--- src/design/i2p_pkg.sv ---
// shared types, codes and helpers of the infix to postfix converter
package i2p_pkg;

  localparam int STACK_DEPTH = 16;
  localparam int TOKEN_WIDTH = 16;
  localparam int STACK_AW    = $clog2(STACK_DEPTH);
  localparam int CNT_W       = $clog2(STACK_DEPTH + 1);
  localparam int CODE_W      = 3;
  localparam int ERR_W       = 3;
  localparam int PRIO_W      = 18;
  localparam int IN_USED_W   = TOKEN_WIDTH + CODE_W;
  localparam int IN_DATA_W   = ((IN_USED_W + 7) / 8) * 8;
  localparam int OUT_USED_W  = TOKEN_WIDTH + CODE_W + ERR_W;
  localparam int OUT_DATA_W  = ((OUT_USED_W + 7) / 8) * 8;

  localparam logic [PRIO_W-1:0] PRIO_RESET = PRIO_W'(219345);
  localparam logic [CODE_W-1:0] OPEN_MARK  = 3'd7;

  localparam logic [ERR_W-1:0] ERR_OVERFLOW     = 3'b001;
  localparam logic [ERR_W-1:0] ERR_UNMATCHED_CL = 3'b010;
  localparam logic [ERR_W-1:0] ERR_UNMATCHED_OP = 3'b100;

  typedef enum logic [2:0] {
    KIND_OPERAND  = 3'd0,
    KIND_OPERATOR = 3'd1,
    KIND_OPEN     = 3'd2,
    KIND_CLOSE    = 3'd3,
    KIND_END      = 3'd4
  } kind_t;

  typedef enum logic [CODE_W-1:0] {
    OP_ADD = 3'd0,
    OP_SUB = 3'd1,
    OP_MUL = 3'd2,
    OP_DIV = 3'd3,
    OP_MOD = 3'd4,
    OP_POW = 3'd5
  } op_t;

  typedef enum logic [1:0] {
    RK_OPERAND  = 2'd0,
    RK_OPERATOR = 2'd1,
    RK_END      = 2'd2
  } rkind_t;

  typedef enum logic [2:0] {
    ST_IDLE,
    ST_OPND,
    ST_OPS,
    ST_CLOSE,
    ST_FLUSH,
    ST_END
  } state_t;

  typedef struct packed {
    rkind_t                  kind;
    logic [TOKEN_WIDTH-1:0]  operand;
    logic [CODE_W-1:0]       op;
    logic [ERR_W-1:0]        err;
    logic                    last;
  } result_t;

  function automatic logic [2:0] prio_of(logic [PRIO_W-1:0] prios, logic [CODE_W-1:0] code);
    logic [2:0] p;
    p = 3'd0;
    case (code)
      OP_ADD: p = prios[2:0];
      OP_SUB: p = prios[5:3];
      OP_MUL: p = prios[8:6];
      OP_DIV: p = prios[11:9];
      OP_MOD: p = prios[14:12];
      OP_POW: p = prios[17:15];
      default: p = 3'd0;
    endcase
    return p;
  endfunction

  function automatic result_t make_op(logic [CODE_W-1:0] code, logic last);
    result_t r;
    r.kind    = RK_OPERATOR;
    r.operand = '0;
    r.op      = code;
    r.err     = '0;
    r.last    = last;
    return r;
  endfunction

  function automatic result_t make_operand(logic [TOKEN_WIDTH-1:0] token);
    result_t r;
    r.kind    = RK_OPERAND;
    r.operand = token;
    r.op      = '0;
    r.err     = '0;
    r.last    = 1'b1;
    return r;
  endfunction

  function automatic result_t make_end(logic [ERR_W-1:0] err);
    result_t r;
    r.kind    = RK_END;
    r.operand = '0;
    r.op      = '0;
    r.err     = err;
    r.last    = 1'b1;
    return r;
  endfunction

endpackage

--- src/design/infix_to_postfix_converter.sv ---
// shunting-yard infix to postfix converter with operator stack and output register
//
// usage:
//   input items arrive on s_tvalid/s_tready with the token kind in s_tuser and
//   operand token and operator code in s_tdata; postfix items leave on
//   m_tvalid/m_tready with the result kind in m_tuser, the last item caused by
//   one input item marked by m_tlast
//   operator priorities are written through cfg_wr_en/cfg_wr_data while idle
//   an open paren or an ignored item is handled in the idle state, an operand
//   in a state of its own; an operator, a close paren or an end of expression
//   pops stack entries, the end of expression then sends the end marker; the
//   sequencer reads one stack entry per cycle while the output is not stalled
//   one item is worked on at a time; s_tready is high only while idle
//   reset empties the stack, clears the error flags and restores the default
//   priorities (+1 -2 *3 /4 %5 ^6)
//   while the receiver stalls the sequencer holds with the next result in the
//   output register and the one after it in a holding register
module infix_to_postfix_converter (
  input  logic                             clk,
  input  logic                             rst,
  input  logic                             cfg_wr_en,
  input  logic [i2p_pkg::PRIO_W-1:0]       cfg_wr_data,
  input  logic                             s_tvalid,
  output logic                             s_tready,
  input  logic [i2p_pkg::IN_DATA_W-1:0]    s_tdata,   // operand_token, operator_code
  input  logic [2:0]                       s_tuser,   // kind
  output logic                             m_tvalid,
  input  logic                             m_tready,
  output logic [i2p_pkg::OUT_DATA_W-1:0]   m_tdata,   // out_operand, out_operator, error_flags
  output logic [1:0]                       m_tuser,   // result_kind
  output logic                             m_tlast    // last_of_run
);

  localparam int TW = i2p_pkg::TOKEN_WIDTH;
  localparam int CW = i2p_pkg::CODE_W;

  i2p_pkg::state_t                 state, state_next;
  logic [i2p_pkg::CNT_W-1:0]       count, count_next;
  logic [i2p_pkg::ERR_W-1:0]       sticky, sticky_next;
  logic [i2p_pkg::PRIO_W-1:0]      prios, prios_next;
  logic                            pend_v, pend_v_next;
  logic [CW-1:0]                   pend_op, pend_op_next;
  logic                            out_valid, out_valid_next;
  i2p_pkg::result_t                obuf, obuf_next;
  logic [TW-1:0]                   in_token, in_token_next;
  logic [CW-1:0]                   in_code, in_code_next;

  logic [CW-1:0]                   stack [i2p_pkg::STACK_DEPTH];
  logic [i2p_pkg::CNT_W-1:0]       count_m1;
  logic [i2p_pkg::STACK_AW-1:0]    top_idx;
  logic [CW-1:0]                   top;
  logic                            full;
  logic                            go;
  logic                            push_en;
  logic [CW-1:0]                   push_val;
  logic                            pop_top;
  logic                            finish;
  logic                            finish_last;

  assign count_m1 = count - 1'b1;
  assign top_idx  = count_m1[i2p_pkg::STACK_AW-1:0];
  assign top      = stack[top_idx];
  assign full     = (count == i2p_pkg::CNT_W'(i2p_pkg::STACK_DEPTH));
  assign go       = !out_valid || m_tready;

  assign s_tready = (state == i2p_pkg::ST_IDLE);
  assign m_tvalid = out_valid;
  assign m_tdata  = i2p_pkg::OUT_DATA_W'({obuf.err, obuf.op, obuf.operand});
  assign m_tuser  = obuf.kind;
  assign m_tlast  = obuf.last;

  always_comb begin
    state_next     = state;
    count_next     = count;
    sticky_next    = sticky;
    prios_next     = prios;
    pend_v_next    = pend_v;
    pend_op_next   = pend_op;
    out_valid_next = out_valid && !m_tready;
    obuf_next      = obuf;
    in_token_next  = in_token;
    in_code_next   = in_code;
    push_en        = 1'b0;
    push_val       = in_code;
    pop_top        = 1'b0;
    finish         = 1'b0;
    finish_last    = 1'b1;

    if (cfg_wr_en) begin
      prios_next = cfg_wr_data;
    end

    case (state)
      i2p_pkg::ST_IDLE: begin
        if (s_tvalid) begin
          in_token_next = s_tdata[TW-1:0];
          in_code_next  = s_tdata[TW+CW-1:TW];
          case (s_tuser)
            i2p_pkg::KIND_OPERAND:  state_next = i2p_pkg::ST_OPND;
            i2p_pkg::KIND_OPERATOR: begin
              if (s_tdata[TW+CW-1:TW] <= CW'(i2p_pkg::OP_POW)) begin
                state_next = i2p_pkg::ST_OPS;
              end
            end
            i2p_pkg::KIND_OPEN: begin
              push_en  = 1'b1;
              push_val = i2p_pkg::OPEN_MARK;
            end
            i2p_pkg::KIND_CLOSE:    state_next = i2p_pkg::ST_CLOSE;
            i2p_pkg::KIND_END:      state_next = i2p_pkg::ST_FLUSH;
            default: ;
          endcase
        end
      end
      i2p_pkg::ST_OPND: begin
        if (go) begin
          out_valid_next = 1'b1;
          obuf_next      = i2p_pkg::make_operand(in_token);
          state_next     = i2p_pkg::ST_IDLE;
        end
      end
      i2p_pkg::ST_OPS: begin
        if (go) begin
          if (count != '0 && top != i2p_pkg::OPEN_MARK &&
              i2p_pkg::prio_of(prios, in_code) <= i2p_pkg::prio_of(prios, top)) begin
            pop_top = 1'b1;
          end else begin
            finish     = 1'b1;
            push_en    = 1'b1;
            state_next = i2p_pkg::ST_IDLE;
          end
        end
      end
      i2p_pkg::ST_CLOSE: begin
        if (go) begin
          if (count == '0) begin
            sticky_next = sticky | i2p_pkg::ERR_UNMATCHED_CL;
            finish      = 1'b1;
            state_next  = i2p_pkg::ST_IDLE;
          end else if (top == i2p_pkg::OPEN_MARK) begin
            count_next = count_m1;
            finish     = 1'b1;
            state_next = i2p_pkg::ST_IDLE;
          end else begin
            pop_top = 1'b1;
          end
        end
      end
      i2p_pkg::ST_FLUSH: begin
        if (go) begin
          if (count == '0) begin
            finish      = 1'b1;
            finish_last = 1'b0;
            state_next  = i2p_pkg::ST_END;
          end else if (top == i2p_pkg::OPEN_MARK) begin
            sticky_next = sticky | i2p_pkg::ERR_UNMATCHED_OP;
            count_next  = count_m1;
          end else begin
            pop_top = 1'b1;
          end
        end
      end
      i2p_pkg::ST_END: begin
        if (go) begin
          out_valid_next = 1'b1;
          obuf_next      = i2p_pkg::make_end(sticky);
          sticky_next    = '0;
          count_next     = '0;
          state_next     = i2p_pkg::ST_IDLE;
        end
      end
      default: state_next = i2p_pkg::ST_IDLE;
    endcase

    // popped operator waits until it is known whether it is the last one
    if (pop_top) begin
      count_next   = count_m1;
      pend_op_next = top;
      pend_v_next  = 1'b1;
      if (pend_v) begin
        out_valid_next = 1'b1;
        obuf_next      = i2p_pkg::make_op(pend_op, 1'b0);
      end
    end

    if (finish && pend_v) begin
      out_valid_next = 1'b1;
      obuf_next      = i2p_pkg::make_op(pend_op, finish_last);
      pend_v_next    = 1'b0;
    end

    if (push_en) begin
      if (full) begin
        sticky_next = sticky_next | i2p_pkg::ERR_OVERFLOW;
      end else begin
        count_next = count + 1'b1;
      end
    end
  end

  always_ff @(posedge clk) begin
    if (rst) begin
      state     <= i2p_pkg::ST_IDLE;
      count     <= '0;
      sticky    <= '0;
      prios     <= i2p_pkg::PRIO_RESET;
      pend_v    <= 1'b0;
      out_valid <= 1'b0;
    end else begin
      state     <= state_next;
      count     <= count_next;
      sticky    <= sticky_next;
      prios     <= prios_next;
      pend_v    <= pend_v_next;
      out_valid <= out_valid_next;
    end
  end

  always_ff @(posedge clk) begin
    pend_op  <= pend_op_next;
    obuf     <= obuf_next;
    in_token <= in_token_next;
    in_code  <= in_code_next;
    if (!rst && push_en && !full) begin
      stack[count[i2p_pkg::STACK_AW-1:0]] <= push_val;
    end
  end

  assert property (@(posedge clk) disable iff (rst)
    count <= i2p_pkg::CNT_W'(i2p_pkg::STACK_DEPTH))
    else $error("stack count beyond depth");

  assert property (@(posedge clk) disable iff (rst)
    (state == i2p_pkg::ST_IDLE || state == i2p_pkg::ST_OPND || state == i2p_pkg::ST_END)
      |-> !pend_v)
    else $error("held operator left behind");

  assert property (@(posedge clk) disable iff (rst)
    (state == i2p_pkg::ST_END && go) |=> (count == '0 && sticky == '0))
    else $error("stack or flags not cleared after end marker");

  assert property (@(posedge clk) disable iff (rst)
    (out_valid && obuf.kind == i2p_pkg::RK_END) |-> obuf.last)
    else $error("end marker without last flag");

endmodule

--- config.mk ---
export PLATFORM = sky130hd
export DESIGN_NAME = infix_to_postfix_converter
export DESIGN_NICKNAME = d
export VERILOG_FILES = /design/src/design/i2p_pkg.sv /design/src/design/infix_to_postfix_converter.sv
export SDC_FILE = /design/constraint.sdc
export NUM_CORES = 1
export LEC_CHECK = 0
export BUFFER_PORTS_ARGS = -buffer_cell sky130_fd_sc_hd__buf_2
export CAP_MARGIN = 20
export CORE_ASPECT_RATIO = 1.25
export CORE_MARGIN = 5
export CORE_UTILIZATION = 62
export CTS_BUF_LIST = sky130_fd_sc_hd__clkbuf_16
export CTS_CLUSTER_DIAMETER = 50
export DETAILED_ROUTE_END_ITERATION = 12
export MAX_ROUTING_LAYER = met4
export PLACE_DENSITY = 0.82
export SYNTH_ARGS = -nofsm -noshare
export SYNTH_HDL_FRONTEND = slang
export SYNTH_SLANG_ARGS = --single-unit
--- constraint.sdc ---
create_clock -name clk -period 11.9 [get_ports clk]
set_input_delay 1.19 -clock clk [delete_from_list [all_inputs] [get_ports clk]]
set_output_delay 1.19 -clock clk [all_outputs]
set_load 0.01 [all_outputs]
==> reports/summary.txt, run 1 <==
Detailed-route DRC error count: 0
Detail-routed net length per standard cell: 18.56 um
Mean instance size in the synthesized netlist: 12.13 um^2
Clock tree from TritonCTS: done
Cell taking the most area after synthesis: sky130_fd_sc_hd__edfxtp_1
Total number of nets in the final design: 601
Result of the run: completed
Busiest metal layer after global routing: met2
Post-Route Hold Slack: 454.1 ps
Maximum buffer depth of the clock tree: 2
Class of the worst hold path: reg2reg
Post-CTS setup-driven buffer insertion count: 0
Wire length of the first global-routing pass: 20.69 mm
CP Launch Type: flop
Placement Cell Area: 6183 um^2
Ys async rst share: 0
Actual slew at the worst max-slew pin: 1013 ps
Num Clock Sinks: 126
Clock skew after layout: 7.616 ps
Buffer cell driving the clock tree root: sky130_fd_sc_hd__clkbuf_16
Hold_buf cts: 0
Clock insertion delay at the later pin of the skew report: 420 ps
Number of synthesis warnings: 0
Final max-slew violation count: 0
Core region area: 9174 um^2
Global routing met1 resource utilization: 0.2669
Sum of routed wire length over all layers: 12.60 mm
Required time of the worst setup path: 12150 ps
Critical R2R Capture: m_tlast$_DFF_P_
# setup viols final: 0
Cell Rows: 39
Chip Height: 118.7 um
Met3 track demand over resource: 0.06895
Area of the multi-input gates: 2417 um^2
Layout cell share with drive strength beyond 1: 0.2446
Number of max-cap violations: 0
Static power due to leakage: 2.719 nW
Post-layout min period: 7120 ps
Worst setup path start: count[0]$_SDFF_PP0_
Top post-synthesis cells by area: sky130_fd_sc_hd__edfxtp_1 36%, sky130_fd_sc_hd__dfxtp_1 19%, sky130_fd_sc_hd__mux2i_1 9.4%, sky130_fd_sc_hd__mux4_2 3.5%, sky130_fd_sc_hd__nor2_1 3.1%
Via/cell ratio: 6.012
Antenna violations before repair: 0
Most frequent cells in the layout: 71 x sky130_fd_sc_hd__buf_2, 70 x sky130_fd_sc_hd__edfxtp_1, 56 x sky130_fd_sc_hd__dfxtp_1
Clock transition at the registers of the reported paths: 60 ps
Most common cell after layout, fill and taps aside: sky130_fd_sc_hd__buf_2
Vias in the first global route: 4137
Power per standard cell area: 277.1 nW/um^2
Global-route total usage across every layer: 0.2343
Endpoint arrival time on the critical path: 7370 ps
Top-area cell type share of the netlist area: 0.3588
Maximum number of pins on one net before global-route repair: 42
Number of synthesized flops with an enable pin: 70
Total die area: 11500 um^2
Post-Route Setup TNS: 0 ps
Die Width: 96.94 um
Relative area change from synthesis to final layout: 16.42%
Number of hold violations in the final report: 0
Post-layout utilization of the core: 0.7435
Post-route antenna net violation count: 0
Layout fillers: 625
Depth of the CTS H-tree: 4
Post-cts repair resize count: 0
Synthesized netlist cell count: 483
Slew margin rel.: 0.3241
Sequential share of the synthesized area: 0.5502
Critical path capture point type: flop
Worst reg-to-reg setup slack: 4780 ps
Summed area of non-filler cells in the final layout: 6820 um^2
Post-detail-place hpwl: 8.342 mm
Crit path to: m_tlast$_DFF_P_
Register Area: 3223 um^2
Starting density of the core: 0.6386
Maximum clock frequency: 140.5 MHz
Met2 usage in global routing: 0.3869
Count of cells along the worst register-to-register path: 16
Startpoint of the worst register-to-register path: count[0]$_SDFF_PP0_
Setup Crit Path Kind: reg2reg
Share of the cycle needed by the critical path after routing: 0.5983
Cell variety after synth: 67
GPL Wtd Cong: 0.8743
Setup repair after global routing missed its margin: no
Top-level port count: 79
Count of buffers from port buffering: 71
Combined area of all synthesized cells: 5858 um^2
Number of vias in the routed layout: 4082
Worst-case vdd ir drop: 145.9 uV
Overflow left after global routing: 0
DRT iter0 DRCs: 354
Count of state elements after synthesis: 126
Most used DFF post-synth: sky130_fd_sc_hd__edfxtp_1
Detailed-routing iteration count for the pre-antenna-repair pass: 5
CP max FO: 26
Clock buffers created by TritonCTS: 17
Number of diodes: 0
## final cells by class
| type | count | area share |
|---|---|---|
| clock buffers | 20 | 0.07338 |
| multi-input cells | 319 | 0.3544 |
| repair buffers | 72 | 0.05320 |
| clock inverters | 12 | 0.02000 |
| flip-flops and latches | 126 | 0.4726 |
| well taps | 123 | 0.02256 |
| inverters | 7 | 0.003853 |
## synthesized netlist by cell type, types with 3 or more instances
cell type	instances
sky130_fd_sc_hd__mux2_2	4
sky130_fd_sc_hd__and2_1	3
sky130_fd_sc_hd__a31oi_1	4
sky130_fd_sc_hd__a21oi_1	22
sky130_fd_sc_hd__and3_1	17
sky130_fd_sc_hd__a21oi_2	4
sky130_fd_sc_hd__mux4_2	9
sky130_fd_sc_hd__buf_6	6
sky130_fd_sc_hd__inv_1	5
sky130_fd_sc_hd__nor2b_1	7
sky130_fd_sc_hd__dfxtp_1	56
sky130_fd_sc_hd__nor3b_1	17
sky130_fd_sc_hd__a211oi_1	4
sky130_fd_sc_hd__nand2b_1	6
sky130_fd_sc_hd__buf_4	3
sky130_fd_sc_hd__o21ai_0	8
sky130_fd_sc_hd__o21a_1	4
sky130_fd_sc_hd__nand2_1	29
sky130_fd_sc_hd__nor4_1	3
sky130_fd_sc_hd__nand3_1	8
sky130_fd_sc_hd__nor3_1	6
sky130_fd_sc_hd__clkbuf_1	19
sky130_fd_sc_hd__ha_1	8
sky130_fd_sc_hd__nor2_1	48
sky130_fd_sc_hd__mux2i_1	55
sky130_fd_sc_hd__or2_2	4
sky130_fd_sc_hd__edfxtp_1	70
## routing by layer
layer	wire (um)	vias to the layer above
li1	-	1909
met1	5026	2002
met2	6524	145
met3	759	26
met4	291	0
met5	0	-
## worst max-delay path, stage by stage (launching register included)
cell and delay, ps:
sky130_fd_sc_hd__dfxtp_1 930, sky130_fd_sc_hd__inv_2 230, sky130_fd_sc_hd__ha_1 910, sky130_fd_sc_hd__mux2i_1 170, sky130_fd_sc_hd__mux4_2 570, sky130_fd_sc_hd__mux2i_2 630, sky130_fd_sc_hd__mux4_2 590, sky130_fd_sc_hd__mux2i_1 160
sky130_fd_sc_hd__ha_1 270, sky130_fd_sc_hd__nor2b_1 140, sky130_fd_sc_hd__o21a_1 170, sky130_fd_sc_hd__o21ai_0 560, sky130_fd_sc_hd__o31a_1 210, sky130_fd_sc_hd__nand2_2 110, sky130_fd_sc_hd__inv_2 260, sky130_fd_sc_hd__a21o_1 820
sky130_fd_sc_hd__o21ai_0 210
## flip-flops by register name (all words and copies together) (netlist names)
register,flops
stack,48
m_tdata,22
prios,18
in_token,16
count,5
in_code,3
pend_op,3
state,3
sticky,3
m_tuser,2
m_tlast,1
m_tvalid,1
pend_v,1
## worst min-delay path by stage
stage / to / cells after the start / slack, ps / start
after detailed placement: m_tdata[18]$_DFF_P_ / 2 / 440 / m_tdata[18]$_DFF_P_
after floorplan: sticky[0]$_SDFF_PP0_ / 2 / 430 / sticky[0]$_SDFF_PP0_
after CTS: sticky[0]$_SDFF_PP0_ / 2 / 460 / sticky[0]$_SDFF_PP0_
final: m_tdata[18]$_DFF_P_ / 2 / 450 / m_tdata[18]$_DFF_P_
after global placement: m_tuser[0]$_SDFF_PP1_ / 1 / 430 / m_tuser[0]$_SDFF_PP1_
after global routing: m_tdata[18]$_DFF_P_ / 2 / 490 / m_tdata[18]$_DFF_P_
## report_power, final
group / internal [W] / switching, W / total [W] / leakage, nW
combinational: 0.000307 / 0.000430 / 0.000737 / 1.30
clock: 0.000363 / 0.000183 / 0.000546 / 0.321
sequential: 0.000546 / 0.0000614 / 0.000608 / 1.10
## per-stage QoR
stage               worst slack, ps  cells  total power [W]
floorplan                      7103    484         0.001183
global placement               5121    647         0.001303
detailed placement             4910    647         0.001330
CTS                            4865    679         0.001887
global route                   4356    679         0.001986
finish                         4780    679         0.001890
## cells by family after synthesis
logic type	count (synthesis)	share of synthesized area
DFF	126	0.5502
AOI/OAI and AO/OA	77	0.09718
other	1	0.0006401
and+or+nand+nor	156	0.1395
adders and majority gates	8	0.01709
muxes	71	0.1476
buffers and inverters	39	0.03780
xor gates and xnor gates	5	0.01004
(Power assumes the default switching activity.)
==> inputs of run 2 (changes only) <==
Settings changed: CORE_UTILIZATION 62 to 52, PLACE_DENSITY 0.82 to 0.73.
Clock period 11.9 ns to 6.4 ns, I/O delays scaled along.
==> run 2 against run 1 <==
Sequential power grew 81%. Largest cell class unchanged. Non-clock buffer count increased by 5. Critical endpoint is now m_tdata[18]$_DFF_P_. Clock power grew 61%. Largest power group unchanged. First-iteration DRC count is 40% lower. Hold slack lost 51 ps. Utilization is 13 points lower.
==> reports/summary.txt, run 2 (synthesized netlist as in run 1, its figures left out) <==
Number of cells in the design after placement: 664
Post-route antenna net violation count: 0
Total die area: 13500 um^2
Total number of nets in the final design: 606
Static power due to leakage: 2.710 nW
Slew margin rel.: 0.4144
Cell Rows: 43
Antenna violations before repair: 0
Hold_buf cts: 0
GPL Wtd Cong: 0.8677
Final max-slew violation count: 0
Vias in the first global route: 4032
Maximum clock frequency: 174.1 MHz
Chip Height: 128.7 um
Setup repair after global routing missed its margin: no
Buffer cell driving the clock tree root: sky130_fd_sc_hd__clkbuf_16
Clock skew after layout: 6.288 ps
Post-cts repair resize count: 0
Maximum number of pins on one net before global-route repair: 42
Layout cell share with drive strength beyond 1: 0.2482
Via/cell ratio: 5.771
Post-detail-place hpwl: 8.452 mm
Worst-case vdd ir drop: 208.1 uV
Actual slew at the worst max-slew pin: 878.4 ps
Detail-routed net length per standard cell: 17.76 um
Count of buffers from port buffering: 71
Clock buffers created by TritonCTS: 17
Max reg flops: 48
DRT iter0 DRCs: 212
Crit-path most repeated cell: sky130_fd_sc_hd__mux2i_1
Summed area of non-filler cells in the final layout: 6777 um^2
Number of max-cap violations: 0
Clock tree from TritonCTS: done
Top-level port count: 79
Startpoint of the worst register-to-register path: count[1]$_SDFF_PP0_
Most frequent cells in the layout: 71 x sky130_fd_sc_hd__buf_2, 70 x sky130_fd_sc_hd__edfxtp_1, 56 x sky130_fd_sc_hd__dfxtp_1
Critical Path Stages: 18
Critical path buffers and inverters: 4
Depth of the CTS H-tree: 4
Required time of the worst setup path: 6730 ps
Count of cells along the worst register-to-register path: 18
CP Launch Type: flop
# setup viols final: 0
Clock insertion delay at the later pin of the skew report: 410 ps
Sum of routed wire length over all layers: 12.34 mm
Critical-path cell list: inv_1 -> ha_1 -> mux2i_1 -> mux4_2 -> mux2i_2 -> buf_4 -> mux4_2 -> mux2i_1 -> ha_1 -> nor2b_1 -> o21a_1 -> o21ai_0 -> o31a_1 -> nand2_2 -> inv_2 -> a21o_1 -> buf_4 -> mux2i_1
Most common cell after layout, fill and taps aside: sky130_fd_sc_hd__buf_2
Power, Total: 0.003372 W
Post-Route Setup TNS: 0 ps
Relative area change from synthesis to final layout: 15.68%
Placement Cell Area: 6236 um^2
Number of hold violations in the final report: 0
Class of the worst hold path: in2reg
Number of standard cells in the final layout excluding fillers: 695
Detailed-route DRC error count: 0
Result of the run: completed
Share of the cycle needed by the critical path after routing: 0.8974
Post-layout min period: 5744 ps
Worst reg-to-reg setup slack: 660 ps
Power per standard cell area: 497.5 nW/um^2
Critical path capture point type: flop
CP max FO: 25
Setup Crit Path Kind: reg2reg
Detailed-routing iteration count for the pre-antenna-repair pass: 7
Hold Path Depth: 1
Post-CTS setup-driven buffer insertion count: 0
Clock transition at the registers of the reported paths: 50 ps
Wire length of the first global-routing pass: 19.88 mm
Starting density of the core: 0.5286
Crit path to: m_tdata[18]$_DFF_P_
Core region area: 11080 um^2
Critical-path top delay cell: sky130_fd_sc_hd__ha_1
Number of vias in the routed layout: 4011
Number of diodes: 0
Die Width: 104.9 um
Delay-heaviest family, CP: multiplexers
Longest individual stage delay on the worst path: 850 ps
Maximum buffer depth of the clock tree: 2
Critical R2R Capture: m_tdata[18]$_DFF_P_
Endpoint arrival time on the critical path: 6070 ps
Overflow left after global routing: 0
Global-route total usage across every layer: 0.1936
Num Clock Sinks: 126
Worst setup path start: count[1]$_SDFF_PP0_
==> run 2: cell types whose count changed in the layout (fill, tap and decap cells not counted) <==
| cell | change |
|---|---|
| sky130_fd_sc_hd__clkbuf_16 | -3 |
| sky130_fd_sc_hd__clkinv_4 | -1 |
| sky130_fd_sc_hd__bufinv_16 | -1 |
| sky130_fd_sc_hd__inv_4 | -1 |
| sky130_fd_sc_hd__clkinv_2 | +4 |
| sky130_fd_sc_hd__clkinv_1 | -1 |
| sky130_fd_sc_hd__buf_4 | +5 |
| sky130_fd_sc_hd__inv_1 | +2 |
==> run 2: final cells by class <==
class                   instances  area (um^2)
multi-input cells             319         2417
repair buffers                 77        400.4
well taps                     135        168.9
fillers                       881         4307
inverters                       7        26.28
clock buffers                  17        425.4
flip-flops and latches        126         3223
clock inverters                14        115.1
==> run 2: through the flow <==
stage | util | hold slack, ps | worst slack (ps)
after floorplan | - | 432.5 | 1603
final | 0.6114 | 403.2 | 656.3
after global placement | 0.5627 | 430.6 | 848.1
after detailed placement | 0.5627 | 440.4 | 717.9
after global routing | 0.6114 | 390.1 | 287.7
after CTS | 0.6114 | 389.8 | 702.9
==> run 2: power by group <==
part | internal (W) | switching [W] | leakage [nW] | total (W)
Clock | 0.000556 | 0.000322 | 0.286 | 0.000878
Sequential | 0.00102 | 0.0000850 | 1.10 | 0.00110
Combinational | 0.000592 | 0.000800 | 1.32 | 0.00139
Total | 0.00216 | 0.00121 | 2.71 | 0.00337
==> run 2: how the worst min path moves through the flow <==
stage | from | endpoint | slack (ps)
after floorplan | sticky[0]$_SDFF_PP0_ | sticky[0]$_SDFF_PP0_ | 430
after global placement | m_tuser[0]$_SDFF_PP1_ | m_tuser[0]$_SDFF_PP1_ | 430
after detailed placement | m_tuser[0]$_SDFF_PP1_ | m_tuser[0]$_SDFF_PP1_ | 440
after CTS | s_tdata[9] | in_token[9]$_DFFE_PP_ | 390
after global routing | s_tdata[14] | in_token[14]$_DFFE_PP_ | 390
final | s_tdata[9] | in_token[9]$_DFFE_PP_ | 400
==> run 2: metal layers <==
layer  wire, um  global-route usage  vias to the layer above
li1           -                   -                     1921
met1       4803              0.2087                     1924
met2       6543              0.3365                      142
met3        723             0.04967                       24
met4        269             0.08503                        0
met5          0                   -                        -
==> inputs of run 3 (changes only) <==
Settings changed: BUFFER_PORTS_ARGS -buffer_cell sky130_fd_sc_hd__buf_2 to default, CORE_UTILIZATION 52 to 57, DONT_BUFFER_PORTS from default to 1, PLACE_DENSITY 0.73 to 0.72.
==> run 3 against run 2 <==
Fmax up 3.2%. Combinational power down 5%. Clock skew up 7.8 ps. Global-route usage up 1.7 points. Sequential power up 4%. Design area down 4.0%. Via count down 7.3%. Critical path depth up 1. Sequential cell count unchanged. Largest cell class unchanged. First-iteration DRC count up 8.0%. Highest routed layer unchanged.
==> reports/summary.txt, run 3 (synthesized netlist as in run 1, its figures left out) <==
Vias in the first global route: 3856
Core region area: 10050 um^2
Post-layout min period: 5566 ps
Post-placement setup slack: 856.7 ps
Post-route antenna net violation count: 0
Detail-routed net length per standard cell: 19.42 um
Clock skew after layout: 14.10 ps
Buffer cell driving the clock tree root: sky130_fd_sc_hd__clkbuf_16
Post-CTS setup-driven buffer insertion count: 0
Required time of the worst setup path: 6690 ps
Result of the run: completed
Maximum number of pins on one net before global-route repair: 42
Number of vias in the routed layout: 3719
Antenna violations before repair: 1
Number of cells in the design after placement: 588
Post-detail-place hpwl: 8.324 mm
Starting density of the core: 0.5826
Cell Rows: 41
Placement Cell Area: 5881 um^2
Chip Height: 123.3 um
Clock insertion delay at the later pin of the skew report: 420 ps
Final worst slack: 834.5 ps
Setup repair after global routing missed its margin: no
Num Clock Sinks: 126
Total die area: 12420 um^2
Endpoint arrival time on the critical path: 5860 ps
Number of standard cells in the final layout excluding fillers: 621
Critical path buffers and inverters: 5
# setup viols final: 0
GPL Wtd Cong: 0.8644
Maximum clock frequency: 179.7 MHz
Die Width: 100.7 um
Actual slew at the worst max-slew pin: 875.8 ps
Number of max-cap violations: 0
Global-route total usage across every layer: 0.2103
Worst-case vdd ir drop: 282.0 uV
Wire length of the first global-routing pass: 19.25 mm
Class of the worst hold path: in2reg
Most frequent cells in the layout: 70 x sky130_fd_sc_hd__edfxtp_1, 56 x sky130_fd_sc_hd__dfxtp_1, 55 x sky130_fd_sc_hd__mux2i_1
CP max FO: 17
Sum of routed wire length over all layers: 12.06 mm
Static power due to leakage: 2.440 nW
Power, Total: 0.003439 W
Most common cell after layout, fill and taps aside: sky130_fd_sc_hd__edfxtp_1
Critical-path cell list: inv_1 -> ha_1 -> mux2i_1 -> mux4_2 -> mux2i_2 -> buf_4 -> mux4_2 -> mux2i_1 -> ha_1 -> nor2b_1 -> o21a_1 -> o21ai_0 -> buf_4 -> o31a_1 -> nand2_2 -> inv_2 -> a21o_1 -> buf_4 -> nor2_1
Final max-slew violation count: 0
Hold_buf cts: 0
Clock tree from TritonCTS: done
Clock transition at the registers of the reported paths: 50 ps
Post-Route Setup TNS: 0 ps
Layout cell share with drive strength beyond 1: 0.1446
Number of hold violations in the final report: 0
Detailed-routing iteration count for the pre-antenna-repair pass: 5
Total number of nets in the final design: 536
Crit-path most repeated cell: sky130_fd_sc_hd__buf_4
Power per standard cell area: 528.8 nW/um^2
Slew margin rel.: 0.4150
Share of the cycle needed by the critical path after routing: 0.8696
Via/cell ratio: 5.989
CP Launch Type: flop
DRT iter0 DRCs: 229
Delay-heaviest family, CP: multiplexers
Critical-path top delay cell: sky130_fd_sc_hd__ha_1
Clock buffers created by TritonCTS: 17
Post-cts repair resize count: 0
Relative area change from synthesis to final layout: 11.00%
Critical path capture point type: flop
Overflow left after global routing: 0
Top-level port count: 79
Max reg flops: 48
Depth of the CTS H-tree: 4
Maximum buffer depth of the clock tree: 2
Longest individual stage delay on the worst path: 830 ps
Count of buffers from port buffering: 0
Setup Crit Path Kind: reg2reg
Summed area of non-filler cells in the final layout: 6502 um^2
Detailed-route DRC error count: 0
run 3: cell count changes in the layout (fill, tap and decap cells not counted):
cell,delta
sky130_fd_sc_hd__buf_2,-71
sky130_fd_sc_hd__buf_4,+1
sky130_fd_sc_hd__bufinv_16,+1
sky130_fd_sc_hd__clkbuf_16,+2
sky130_fd_sc_hd__clkinv_1,+1
sky130_fd_sc_hd__clkinv_2,-3
sky130_fd_sc_hd__clkinv_4,+2
sky130_fd_sc_hd__diode_2,+1
sky130_fd_sc_hd__inv_1,-2
run 3: final cells by class:
type                    count  area [um^2]
well taps                 129        161.4
fillers                   749         3552
flip-flops and latches    126         3223
multi-input cells         319         2417
clock inverters            13        143.9
diodes                      1        2.502
inverters                   7        26.28
repair buffers              7        52.55
clock buffers              19        475.5
run 3: per-layer routing:
metal  vias to the layer above  part of all wire  wire (um)  global-route usage
met5                         -                 0          0                   -
met1                      1781              0.39       4728              0.2255
li1                       1788                 -          -                   -
met4                         0             0.041        500              0.1272
met3                        34             0.063        755             0.06038
met2                       116              0.50       6078              0.3435
run 3: report_power, final:
part | total [W] | leakage, nW | switching (W) | internal (W)
Sequential | 0.00114 | 1.10 | 0.000123 | 0.00102
Clock | 0.000981 | 0.312 | 0.000331 | 0.000650
Combinational | 0.00132 | 1.03 | 0.000745 | 0.000574
Total | 0.00344 | 2.44 | 0.00120 | 0.00224
run 3: path summary, 6_finish.rpt:
check / from / to / slack (ps) / cells past startpoint
max reg2reg: count[1]$_SDFF_PP0_ / m_tdata[2]$_SDFF_PP0_ / 830 / 19
max: count[1]$_SDFF_PP0_ / m_tdata[2]$_SDFF_PP0_ / 830 / 19
min reg2reg: sticky[0]$_SDFF_PP0_ / sticky[0]$_SDFF_PP0_ / 470 / 2
min: rst / count[4]$_SDFF_PP0_ / 290 / 1
run 3: per-stage QoR:
stage,util,hold slack (ps)
after global routing,0.6467,272.5
after global placement,0.5849,441.3
after floorplan,-,432.5
after CTS,0.6465,284.5
after detailed placement,0.5849,449.9
final,0.6467,294.2
